<file path="src/design/vsu_pkg.sv">
// ----------------------------------------------------------------------------
// vsu_pkg
// Shared types and constants of the vehicle speed update pipeline.
// ----------------------------------------------------------------------------
`default_nettype none

package vsu_pkg;

	// speed mode codes, signed 3 bit
	localparam logic [2:0] MODE_GAS   = 3'b010;
	localparam logic [2:0] MODE_ACCEL = 3'b001;
	localparam logic [2:0] MODE_HOLD  = 3'b000;
	localparam logic [2:0] MODE_DECEL = 3'b111;
	localparam logic [2:0] MODE_BRAKE = 3'b110;

	// emergency levels
	localparam logic [1:0] EMER_NONE = 2'd0;
	localparam logic [1:0] EMER_LOW  = 2'd1;
	localparam logic [1:0] EMER_MID  = 2'd2;
	localparam logic [1:0] EMER_HIGH = 2'd3;

	// acceleration in units of 1/200 m/s2 times 3.6
	localparam int unsigned KW = 13;
	localparam logic [KW-1:0] K_ACCEL     = 13'd720;
	localparam logic [KW-1:0] K_DECEL     = 13'd2160;
	localparam logic [KW-1:0] K_EMER_LOW  = 13'd2160;
	localparam logic [KW-1:0] K_EMER_MID  = 13'd2592;
	localparam logic [KW-1:0] K_EMER_HIGH = 13'd4320;

	// 2e11 = 2^12 * 5^11; odd part divided by reciprocal
	localparam int unsigned DIV_SHIFT = 12;
	localparam int unsigned DIVW      = 26;
	localparam logic [DIVW-1:0] DIV_ODD = 26'd48828125;
	localparam int unsigned RECW      = 25;
	localparam longint unsigned RECIP_FULL = (64'd1 << 50) / 64'd48828125;
	localparam logic [RECW-1:0] RECIP = RECW'(RECIP_FULL);

	// configuration register indexes
	typedef logic [0:0] cfg_idx_t;
	localparam cfg_idx_t CFG_LIMIT_ENABLE = 1'b0;
	localparam cfg_idx_t CFG_LIMIT_SPEED  = 1'b1;

	// per item side information that rides along the pipeline
	typedef struct packed {
		logic [15:0] cur;
		logic        hold;
		logic        neg;
		logic        rev;
		logic        mode12;
	} ctl_t;

endpackage

`default_nettype wire

</file>
<file path="src/design/vehicle_speed_update.sv">
// ----------------------------------------------------------------------------
// vehicle_speed_update
// Computes the next vehicle speed from speed, mode, pedals and time step.
// ----------------------------------------------------------------------------
// Usage:
//   An item is taken at a clock edge where start is high and busy is low.
//   busy stays low: the pipeline takes one item every cycle.
//   done pulses for one cycle with new_speed valid once the item has passed
//   stages s1 to s8; results leave in the order items came in.
//   Throughput is one item per cycle; the datapath has eight stages
//   (pedal scaling, time multiply, reciprocal multiply, back multiply,
//   remainder, correction, sum, clamp and limit).
//   The receiver has no stall; every done word must be taken as it comes.
//   limit_enable (index 0) and limit_speed (index 1) are written through
//   cfg_valid/cfg_ready/cfg_index/cfg_data; cfg_ready is always high. The user
//   must make writes only while no item is in flight; the block does not enforce it.
//   Reset (arst_n low) clears all stage valid bits and both registers;
//   items in flight are dropped.
// ----------------------------------------------------------------------------
`default_nettype none

module vehicle_speed_update #(
	parameter int SPEED_FRAC_BITS = 8
) (
	input  wire logic        clk,
	input  wire logic        arst_n,
	input  wire logic        start,
	output logic             busy,
	input  wire logic [15:0] current_speed,
	input  wire logic [2:0]  speed_mode,
	input  wire logic [1:0]  emergency_level,
	input  wire logic [9:0]  gas_pedal,
	input  wire logic [9:0]  brake_pedal,
	input  wire logic        reverse_gear,
	input  wire logic [29:0] elapsed_ns,
	output logic             done,
	output logic [15:0]      new_speed,
	input  wire logic        cfg_valid,
	output logic             cfg_ready,
	input  wire logic [0:0]  cfg_index,
	input  wire logic [15:0] cfg_data
);

	localparam int F   = SPEED_FRAC_BITS;
	localparam int KW  = vsu_pkg::KW;
	localparam int TW  = 30;
	localparam int XW  = KW + TW;
	localparam int YW  = XW + F - vsu_pkg::DIV_SHIFT;
	localparam int YHW = YW - 24;
	localparam int QW  = YW - 25;
	localparam int PW  = QW + vsu_pkg::DIVW;
	localparam int RW  = vsu_pkg::DIVW + 1;
	localparam int SW  = (((8 + F) > 16) ? (8 + F) : 16) + 2;
	localparam logic signed [SW-1:0] FWD_MAX = SW'(longint'(250) << F);
	localparam logic signed [SW-1:0] REV_MAX = SW'(longint'(20) << F);

	logic accept;
	logic limit_en_q;
	logic [15:0] limit_speed_q;

	logic fwd_emer, mode_is_hold;
	logic [KW-1:0] k_c;
	vsu_pkg::ctl_t ctl_c;

	logic              valid_s1, valid_s2, valid_s3, valid_s4;
	logic              valid_s5, valid_s6, valid_s7, valid_s8;
	vsu_pkg::ctl_t     ctl_s1, ctl_s2, ctl_s3, ctl_s4, ctl_s5, ctl_s6, ctl_s7;
	logic [KW-1:0]     k_s1;
	logic [TW-1:0]     t_s1;
	logic [XW-1:0]     x_s2;
	logic [YW-1:0]     y_s3, y_s4;
	logic [QW-1:0]     q_s3, q_s4, q_s5;
	logic [YW-1:0]     p_s4;
	logic [RW-1:0]     r_s5;
	logic [QW-1:0]     delta_s6;
	logic signed [SW-1:0] sum_s7;
	logic [15:0]       speed_s8;

	logic [YW-1:0]     y_c;
	logic [YHW+vsu_pkg::RECW-1:0] m3_c;
	logic [PW-1:0]     p_c;
	logic [YW-1:0]     diff_c;
	logic [SW-1:0]     cur_ext, delta_ext;
	logic signed [SW-1:0] res_c;
	logic [15:0]       speed_c;

	assign accept    = start && !busy;
	assign busy      = 1'b0;
	assign cfg_ready = 1'b1;

	// configuration registers
	always_ff @(posedge clk or negedge arst_n) begin
		if (!arst_n) begin
			limit_en_q    <= 1'b0;
			limit_speed_q <= '0;
		end else if (cfg_valid && cfg_ready) begin
			unique case (cfg_index)
				vsu_pkg::CFG_LIMIT_ENABLE: limit_en_q    <= cfg_data[0];
				vsu_pkg::CFG_LIMIT_SPEED:  limit_speed_q <= cfg_data;
				default:                   limit_en_q    <= limit_en_q;
			endcase
		end
	end

	// acceleration select
	always_comb begin
		fwd_emer     = !reverse_gear && (emergency_level != vsu_pkg::EMER_NONE);
		mode_is_hold = (speed_mode == vsu_pkg::MODE_HOLD);
		k_c          = '0;
		ctl_c.cur    = current_speed;
		ctl_c.rev    = reverse_gear;
		ctl_c.mode12 = (speed_mode == vsu_pkg::MODE_GAS) ||
			(speed_mode == vsu_pkg::MODE_ACCEL);
		ctl_c.hold   = !fwd_emer && mode_is_hold;
		ctl_c.neg    = 1'b0;
		priority if (fwd_emer) begin
			ctl_c.neg = 1'b1;
			unique case (emergency_level)
				vsu_pkg::EMER_LOW:  k_c = vsu_pkg::K_EMER_LOW;
				vsu_pkg::EMER_MID:  k_c = vsu_pkg::K_EMER_MID;
				vsu_pkg::EMER_HIGH: k_c = vsu_pkg::K_EMER_HIGH;
				default:            k_c = '0;
			endcase
		end else if (speed_mode == vsu_pkg::MODE_GAS) begin
			k_c = KW'(gas_pedal) * KW'(3);
		end else if (speed_mode == vsu_pkg::MODE_ACCEL) begin
			k_c = vsu_pkg::K_ACCEL;
		end else if (speed_mode == vsu_pkg::MODE_DECEL) begin
			k_c       = vsu_pkg::K_DECEL;
			ctl_c.neg = 1'b1;
		end else if (speed_mode == vsu_pkg::MODE_BRAKE) begin
			k_c       = KW'(brake_pedal) * KW'(6);
			ctl_c.neg = 1'b1;
		end else begin
			k_c = '0;
		end
	end

	// datapath arithmetic between stages
	always_comb begin
		y_c       = YW'({x_s2, {F{1'b0}}} >> vsu_pkg::DIV_SHIFT);
		m3_c      = y_c[YW-1:24] * vsu_pkg::RECIP;
		p_c       = q_s3 * vsu_pkg::DIV_ODD;
		diff_c    = y_s4 - p_s4;
		cur_ext   = SW'(ctl_s6.cur);
		delta_ext = SW'(delta_s6);
	end

	// clamp and limit
	always_comb begin
		priority if (ctl_s7.rev) begin
			if (sum_s7[SW-1])
				res_c = '0;
			else if (sum_s7 > REV_MAX)
				res_c = REV_MAX;
			else
				res_c = sum_s7;
		end else if (sum_s7[SW-1]) begin
			res_c = '0;
		end else if (sum_s7 > FWD_MAX) begin
			res_c = FWD_MAX;
		end else begin
			res_c = sum_s7;
			if (limit_en_q && ctl_s7.mode12 && (res_c > $signed(SW'(limit_speed_q))))
				res_c = $signed(SW'(limit_speed_q));
		end
		speed_c = ctl_s7.hold ? ctl_s7.cur : res_c[15:0];
	end

	// stage valid bits
	always_ff @(posedge clk or negedge arst_n) begin
		if (!arst_n) begin
			valid_s1 <= 1'b0;
			valid_s2 <= 1'b0;
			valid_s3 <= 1'b0;
			valid_s4 <= 1'b0;
			valid_s5 <= 1'b0;
			valid_s6 <= 1'b0;
			valid_s7 <= 1'b0;
			valid_s8 <= 1'b0;
		end else begin
			valid_s1 <= accept;
			valid_s2 <= valid_s1;
			valid_s3 <= valid_s2;
			valid_s4 <= valid_s3;
			valid_s5 <= valid_s4;
			valid_s6 <= valid_s5;
			valid_s7 <= valid_s6;
			valid_s8 <= valid_s7;
		end
	end

	// stage payload
	always_ff @(posedge clk) begin
		ctl_s1   <= ctl_c;
		k_s1     <= k_c;
		t_s1     <= elapsed_ns;

		ctl_s2   <= ctl_s1;
		x_s2     <= XW'(k_s1) * XW'(t_s1);

		ctl_s3   <= ctl_s2;
		y_s3     <= y_c;
		q_s3     <= m3_c[YHW+vsu_pkg::RECW-1:26];

		ctl_s4   <= ctl_s3;
		y_s4     <= y_s3;
		q_s4     <= q_s3;
		p_s4     <= p_c[YW-1:0];

		ctl_s5   <= ctl_s4;
		q_s5     <= q_s4;
		r_s5     <= diff_c[RW-1:0];

		ctl_s6   <= ctl_s5;
		delta_s6 <= q_s5 + QW'(r_s5 >= RW'(vsu_pkg::DIV_ODD));

		ctl_s7   <= ctl_s6;
		sum_s7   <= $signed(ctl_s6.neg ? (cur_ext - delta_ext) : (cur_ext + delta_ext));

		speed_s8 <= speed_c;
	end

	assign done      = valid_s8;
	assign new_speed = speed_s8;

	a_latency: assert property (@(posedge clk) disable iff (!arst_n)
		accept |-> ##8 done)
		else $error("item accepted without result eight cycles later");

	a_no_spurious: assert property (@(posedge clk) disable iff (!arst_n)
		done |-> $past(accept, 8))
		else $error("result without matching accepted item");

	a_recip_error: assert property (@(posedge clk) disable iff (!arst_n)
		valid_s5 |-> (r_s5 < {vsu_pkg::DIV_ODD, 1'b0}))
		else $error("reciprocal quotient off by more than one");

	a_fwd_sum: assert property (@(posedge clk) disable iff (!arst_n)
		valid_s7 && !ctl_s7.neg |-> !sum_s7[SW-1])
		else $error("forward speed sum went negative");

endmodule

`default_nettype wire

</file>
<file path="config.mk">
export PLATFORM = sky130hd
export DESIGN_NAME = vehicle_speed_update
export DESIGN_NICKNAME = d
export VERILOG_FILES = /design/src/design/vsu_pkg.sv /design/src/design/vehicle_speed_update.sv
export SDC_FILE = /design/constraint.sdc
export NUM_CORES = 2
export LEC_CHECK = 0
export BUFFER_PORTS_ARGS = -buffer_cell sky130_fd_sc_hd__buf_2
export CORE_AREA = 2 2 260 262
export DETAILED_ROUTE_END_ITERATION = 10
export DIE_AREA = 0 0 262 264
export GPL_TIMING_DRIVEN = 1
export PLACE_DENSITY = 0.75
export SLEW_MARGIN = 20
export SYNTH_ARGS = -nofsm -noshare
export SYNTH_HDL_FRONTEND = slang
export SYNTH_SLANG_ARGS = --single-unit
export TNS_END_PERCENT = 1
</file>
<file path="constraint.sdc">
create_clock -name clk -period 8 [get_ports clk]
set_input_delay 0.4 -clock clk [delete_from_list [all_inputs] [get_ports clk]]
set_output_delay 0.4 -clock clk [all_outputs]
set_load 0.01 [all_outputs]
</file>
# == Yosys cells after proc, flatten, opt, wreduce, memory -nomap -nowiden ==
# Cells that the tools add are included.
# word_totals
wordCells,107
input_bits,93
ff_bits,448
out_inout_bits,19
# classes
bitwise_logic,1
muxes,18
magnitude_cmp,4
n_mul,5
n_eq_ne,7
reduce_logical,11
addsub,4
# ops
cell,count
2-to-1 mux 16 bit,7
2-to-1 mux 13 bit,5
multiplier 13 x 30 -> 43 bit,1
multiplier 15 x 24 -> 39 bit (second input constant),1
one-hot mux 13 bit (3 select lines),1
greater-or-equal comparator 27 x 26 -> 1 bit (second input constant),1
multiplier 14 x 26 -> 27 bit (second input constant),1
subtractor 27 bit,1
multiplier 10 x 2 -> 12 bit (second input constant),2
greater-than comparator 18 x 14 -> 1 bit (second input constant),1
greater-than comparator 18 x 17 -> 1 bit,1
greater-than comparator 18 x 17 -> 1 bit (second input constant),1
2-to-1 mux 18 bit,1
adder 16 x 14 -> 17 bit,1
subtractor 16 x 14 -> 17 bit,1
adder 14 x 1 -> 14 bit,1
== test 3 bit (second input constant),2
== test 2 bit (second input constant),2
logical AND 1 bit,4
2-to-1 mux 1 bit,4
AND reduction 2 bit,2
== test 3 x 1 -> 1 bit (second input constant),1
== test 3 x 2 -> 1 bit (second input constant),1
logical NOT 3 bit,1
5 further kinds,6

# == Logic depth before layout (Yosys ltp) ==
# logic_depth
depth_word,7
mapped_depth,23
depth_no_buf,22

# == Least setup slack after synthesis ==
# Ideal clock, no wire load.
# synth_path
kind,flip-flop to flip-flop
from,reg x_s2[29]
to,reg q_s3[13]
synth_period_minus_slack_ns,5.875
path_buffers,0
path_stages_with_launch,23
arrival_ns,5.803
setup_time_ns,0.072
path_slack_ns,2.125
required_time_ns,7.928
cell_sequence,dfxtp_1 inv_1 fa_1 inv_1 fa_1 inv_1 fa_1 inv_1 fa_1 fa_1 inv_1 fa_1 inv_1 ha_1 and4_1 and3_4 a221oi_2 nand4b_1 nand4_1 nand2_1 a211o_1 a21oi_1 xnor2_1
# synth_between
elab_chain_len,1
# synth_lines
element,line,text
from (decl),vehicle_speed_update.sv:70,logic [XW-1:0] x_s2;
from (signal assigned),vehicle_speed_update.sv:200,x_s2 <= XW'(k_s1) * XW'(t_s1);
multiplier 15 x 24 -> 39 bit,vehicle_speed_update.sv:142,m3_c = y_c[YW-1:24] * vsu_pkg::RECIP;
via m3_c (one bit),vehicle_speed_update.sv:80,logic [YHW+vsu_pkg::RECW-1:0] m3_c;
to (signal assigned),vehicle_speed_update.sv:204,q_s3 <= m3_c[YHW+vsu_pkg::RECW-1:26];
to (decl),vehicle_speed_update.sv:72,"logic [QW-1:0] q_s3, q_s4, q_s5;"
# The timed path passes the listed nets, and every way through them passes these cells.
# A chain may end at the register's enable or synchronous reset.

# == Worst setup path after layout ==
# layout_path
from,reg k_s1[1]
to,reg x_s2[41]
# layout_between
elab_chain_len,1
# layout_lines
element,line,text
from (decl),vehicle_speed_update.sv:68,logic [KW-1:0] k_s1;
from (signal assigned),vehicle_speed_update.sv:196,k_s1 <= k_c;
multiplier 13 x 30 -> 43 bit,vehicle_speed_update.sv:200,
# Every way passes these cells.

==> flow_results.xml <==
<?xml version="1.0" encoding="UTF-8"?>
<metrics>
  <group name="floorplanning">
    <metric name="placeableCoreArea" unit="um2">66560</metric>
    <metric name="floorplan.initialDensity" unit="">0.5436</metric>
    <metric name="pin_count" unit="">112</metric>
    <metric name="floorplan.rows" unit="">95</metric>
    <metric name="die_height" unit="um">264</metric>
    <metric name="fp.dieArea" unit="um2">69170</metric>
    <metric name="die_x" unit="um">262</metric>
  </group>
  <group name="global_route">
    <metric name="antenna_violations_before_repair" unit="">0</metric>
    <metric name="number_of_global_route_vias_before_repair" unit="">25750</metric>
    <metric name="wire_length_of_the_first_global_routing_pass" unit="um">127500</metric>
    <metric name="track_usage" unit="">0.2284</metric>
    <metric name="grt_start_max_net_pins" unit="">31</metric>
    <metric name="grt-ovfl-total" unit="">0</metric>
  </group>
  <group name="drt">
    <metric name="drtPass1Iterations" unit="">5</metric>
    <metric name="via_to_cell_ratio" unit="">5.186</metric>
    <metric name="ant_nets" unit="">0</metric>
    <metric name="vias" unit="">24210</metric>
    <metric name="finalWirelength" unit="um">74930</metric>
    <metric name="route.detailed.drc" unit="">0</metric>
    <metric name="drt_first_iter_violations" unit="">1223</metric>
    <metric name="detail_route.wl_per_cell" unit="um">16.05</metric>
  </group>
  <group name="logic_synthesis">
    <metric name="synth_top_cell_by_area" unit="">fa_1</metric>
    <metric name="synth-seq-area-share" unit="">0.2480</metric>
    <metric name="synth_cell_type_count" unit="">87</metric>
    <metric name="edff_count_synth" unit="">0</metric>
    <metric name="synth_most_common_cell" unit="">inv_1</metric>
    <metric name="post_synth_and_or_nand_nor_area_fraction" unit="">0.1019</metric>
    <metric name="post-synth-top-area-fraction" unit="">0.2993</metric>
    <metric name="muxShareOfSynthArea" unit="">0.007019</metric>
    <metric name="synth.cell_area" unit="um2">36180</metric>
    <metric name="synth-adder-area-share" unit="">0.4321</metric>
    <metric name="xor_and_xnor_area_share_after_synthesis" unit="">0.03413</metric>
    <metric name="synth_top_cells_by_area" unit="">fa_1 (30%), dfxtp_1 (23%), ha_1 (13%), inv_1 (8.2%), nand2_1 (3.2%)</metric>
    <metric name="syn_area_per_cell" unit="um2">9.974</metric>
    <metric name="synth_compound_area_frac" unit="">0.08444</metric>
    <metric name="mappedNetlistNets" unit="">4646</metric>
    <metric name="synth.yosys.warnings" unit="">0</metric>
    <metric name="postSynthRegisterBits" unit="">442</metric>
    <metric name="asyncSetResetFlopFracSynth" unit="">0.05656</metric>
    <metric name="synth_top_cells_by_count" unit="">inv_1 (794), fa_1 (541), dfxtp_1 (417)</metric>
    <metric name="synth_top_flop_cell" unit="">dfxtp_1</metric>
    <metric name="synthesis.instances" unit="">3628</metric>
    <metric name="synth_top_family_by_area" unit="">adder cells</metric>
  </group>
  <group name="sta">
    <metric name="timing_worst_slew_pin_value" unit="ps">1105</metric>
    <metric name="finalWorstPathRequiredPeriod" unit="ps">6409</metric>
    <metric name="fmaxAchievable" unit="MHz">156.0</metric>
    <metric name="maxSlewHeadroom" unit="">0.2621</metric>
    <metric name="drv_slew" unit="">0</metric>
    <metric name="rsz0062_at_grt" unit="">false</metric>
    <metric name="timing.clock.skew" unit="ps">38.53</metric>
    <metric name="finalSetupViolations" unit="">0</metric>
    <metric name="post-route-period-util" unit="">0.8011</metric>
    <metric name="timing.final.hold_violations" unit="">0</metric>
    <metric name="total_neg_setup_slack" unit="ps">0</metric>
  </group>
  <group name="cts">
    <metric name="numClockSinks" unit="">442</metric>
    <metric name="tritoncts.num_buffers" unit="">45</metric>
    <metric name="cts-htree-levels" unit="">2</metric>
    <metric name="cts_tree" unit="">built</metric>
    <metric name="clk_transition_reported_paths" unit="ps">70</metric>
    <metric name="clk-insertion-delay-late" unit="ps">610</metric>
    <metric name="cts.path.max_buffers" unit="">3</metric>
    <metric name="post-cts-setup-buffer-count" unit="">0</metric>
    <metric name="clk_root_buffer_cell" unit="">clkbuf_16</metric>
  </group>
  <group name="critical_path">
    <metric name="delay_of_the_slowest_cell_on_the_worst_path" unit="ps">890</metric>
    <metric name="worst_reg2reg_path_startpoint" unit="">k_s1[1]</metric>
    <metric name="arrival" unit="ps">6900</metric>
    <metric name="r2r_slack" unit="ps">1590</metric>
    <metric name="timing.critical_path.slowest_stage_cell" unit="">dfxtp_1</metric>
    <metric name="reg2regPathDepth" unit="">19</metric>
    <metric name="worst-path-max-fanout" unit="">19</metric>
    <metric name="cp_top_family" unit="">adder cells</metric>
    <metric name="critical_path.endpoint_type" unit="">flop</metric>
    <metric name="path_buf_inv" unit="">4</metric>
    <metric name="critical_path_startpoint" unit="">k_s1[1]</metric>
    <metric name="endpoint" unit="">x_s2[41]</metric>
    <metric name="startpoint_type" unit="">flop</metric>
    <metric name="timing.rr.end" unit="">x_s2[41]</metric>
    <metric name="worstPathCellList" unit="">buf_4 &gt; nand2_1 &gt; fa_1 &gt; inv_1 &gt; fa_1 &gt; fa_1 &gt; fa_1 &gt; inv_1 &gt; fa_1 &gt; inv_1 &gt; ha_1 &gt; a22oi_1 &gt; nand3_1 &gt; o211ai_1 &gt; a31oi_1 &gt; a211oi_1 &gt; o21ai_1 &gt; a21oi_1 &gt; xnor2_1</metric>
    <metric name="timing.critical_path.required" unit="ps">8490</metric>
    <metric name="top_cell_by_count_worst_path" unit="">fa_1</metric>
    <metric name="worst-setup-path-type" unit="">reg2reg</metric>
    <metric name="crit_cells" unit="">19</metric>
  </group>
  <group name="finish">
    <metric name="area.sequential" unit="um2">8975</metric>
    <metric name="synthesis_to_layout_area_growth" unit="%">9.810</metric>
    <metric name="multiInputGateArea" unit="um2">23870</metric>
    <metric name="layout-drive-gt1-share" unit="">0.06481</metric>
    <metric name="antenna_cells_inserted" unit="">0</metric>
    <metric name="final_nets" unit="">4779</metric>
    <metric name="fillerInstances" unit="">5517</metric>
  </group>
  <group name="placement">
    <metric name="gp_congestion" unit="">0.8958</metric>
    <metric name="dp.final_hpwl" unit="um">59660</metric>
    <metric name="quantity_of_i_o_buffers_inserted_on_ports" unit="">109</metric>
  </group>
  <group name="run">
    <metric name="drv_cap" unit="">0</metric>
  </group>
  <group name="worst_hold_path">
    <metric name="hold_class" unit="">in2reg</metric>
  </group>
  <group name="status">
    <metric name="outcome" unit="">finished clean</metric>
  </group>
</metrics>
## per-stage QoR
stage	setup WS, ps	hold slack (ps)	instance area (um2)	util	instances
finish	1591	36.21	39730	0.5969	4669
global route	1137	20.78	39730	0.5969	4669
CTS	1563	0.05163	39730	0.5969	4669
detailed placement	1564	312.1	37550	0.5642	4532
global placement	1665	309.9	37550	0.5642	4532
floorplan	2125	104.4	36180	-	3628
## how the worst min path moves through the flow
stage | from | end | cells after the start
finish | cfg_data[10] | limit_speed_q[10] | 2
global route | cfg_data[13] | limit_speed_q[13] | 2
CTS | cfg_data[10] | limit_speed_q[10] | 2
detailed placement | ctl_s4[14] | ctl_s5[14] | 0
global placement | y_s3[4] | y_s4[4] | 0
floorplan | arst_n | done | 0
## flip-flops by register name (all words and copies together) (netlist names), 12 cells and up
signal	count
ctl_s1	20
ctl_s2	20
ctl_s3	20
ctl_s4	20
ctl_s5	20
ctl_s6	20
ctl_s7	19
delta_s6	14
k_s1	13
limit_speed_q	16
new_speed	16
p_s4	27
q_s3	14
q_s4	12
q_s5	14
r_s5	27
sum_s7	18
t_s1	30
x_s2	39
y_s3	27
y_s4	27
## cells by family after synthesis
group / count (synthesis)
other: 2
AO/OA/AOI/OAI: 457
adder cells (fa/ha/maj): 925
AND/OR/NAND/NOR: 753
buffers and inverters: 885
multiplexers: 23
flip-flops: 442
XOR/XNOR: 141
## repair_timing
action | 4_1_cts | 5_1_grt
hold endpoints to repair | 79 | 0
hold buffers | 55 | 0
endpoints found under the setup margin | 0 | 0
resized for setup | 0 | 0
## cell usage in the layout, fill, tap and decap left out, types with 18 or more instances in the layout
master,n
a21o_1,59
a21oi_1,138
a31oi_1,23
and2_1,159
buf_2,109
clkbuf_16,47
dfrtp_1,25
dfxtp_1,416
dlygate4sd3_1,55
fa_1,541
ha_1,384
inv_1,794
mux2_2,19
nand2_1,306
nand2b_1,26
nand3_1,39
nor2_1,95
nor2b_1,25
nor3_1,28
o21ai_0,59
o21ai_1,23
o21bai_1,18
xnor2_1,98
xor2_1,43
## cell type report
cell class / instances / area share
Timing Repair Buffer: 175 / 0.02966
Multi-Input combinational cell: 2301 / 0.6008
Clock buffer: 56 / 0.03146
Tap cell: 873 / 0.02749
Clock inverter: 26 / 0.009510
Inverter: 796 / 0.07520
Sequential cell: 442 / 0.2259
## metal layers
layer / up-vias / part of all wire / global-route usage
li1: 11580 / - / -
met3: 127 / 0.046 / 0.03224
met4: 0 / 0.025 / 0.06367
met2: 542 / 0.49 / 0.3954
met5: - / 0 / 0
met1: 11970 / 0.44 / 0.2982
Power is left out: the tool's default activity adds up to more than one toggle a clock period on the data nets, which glitch-free logic cannot reach.
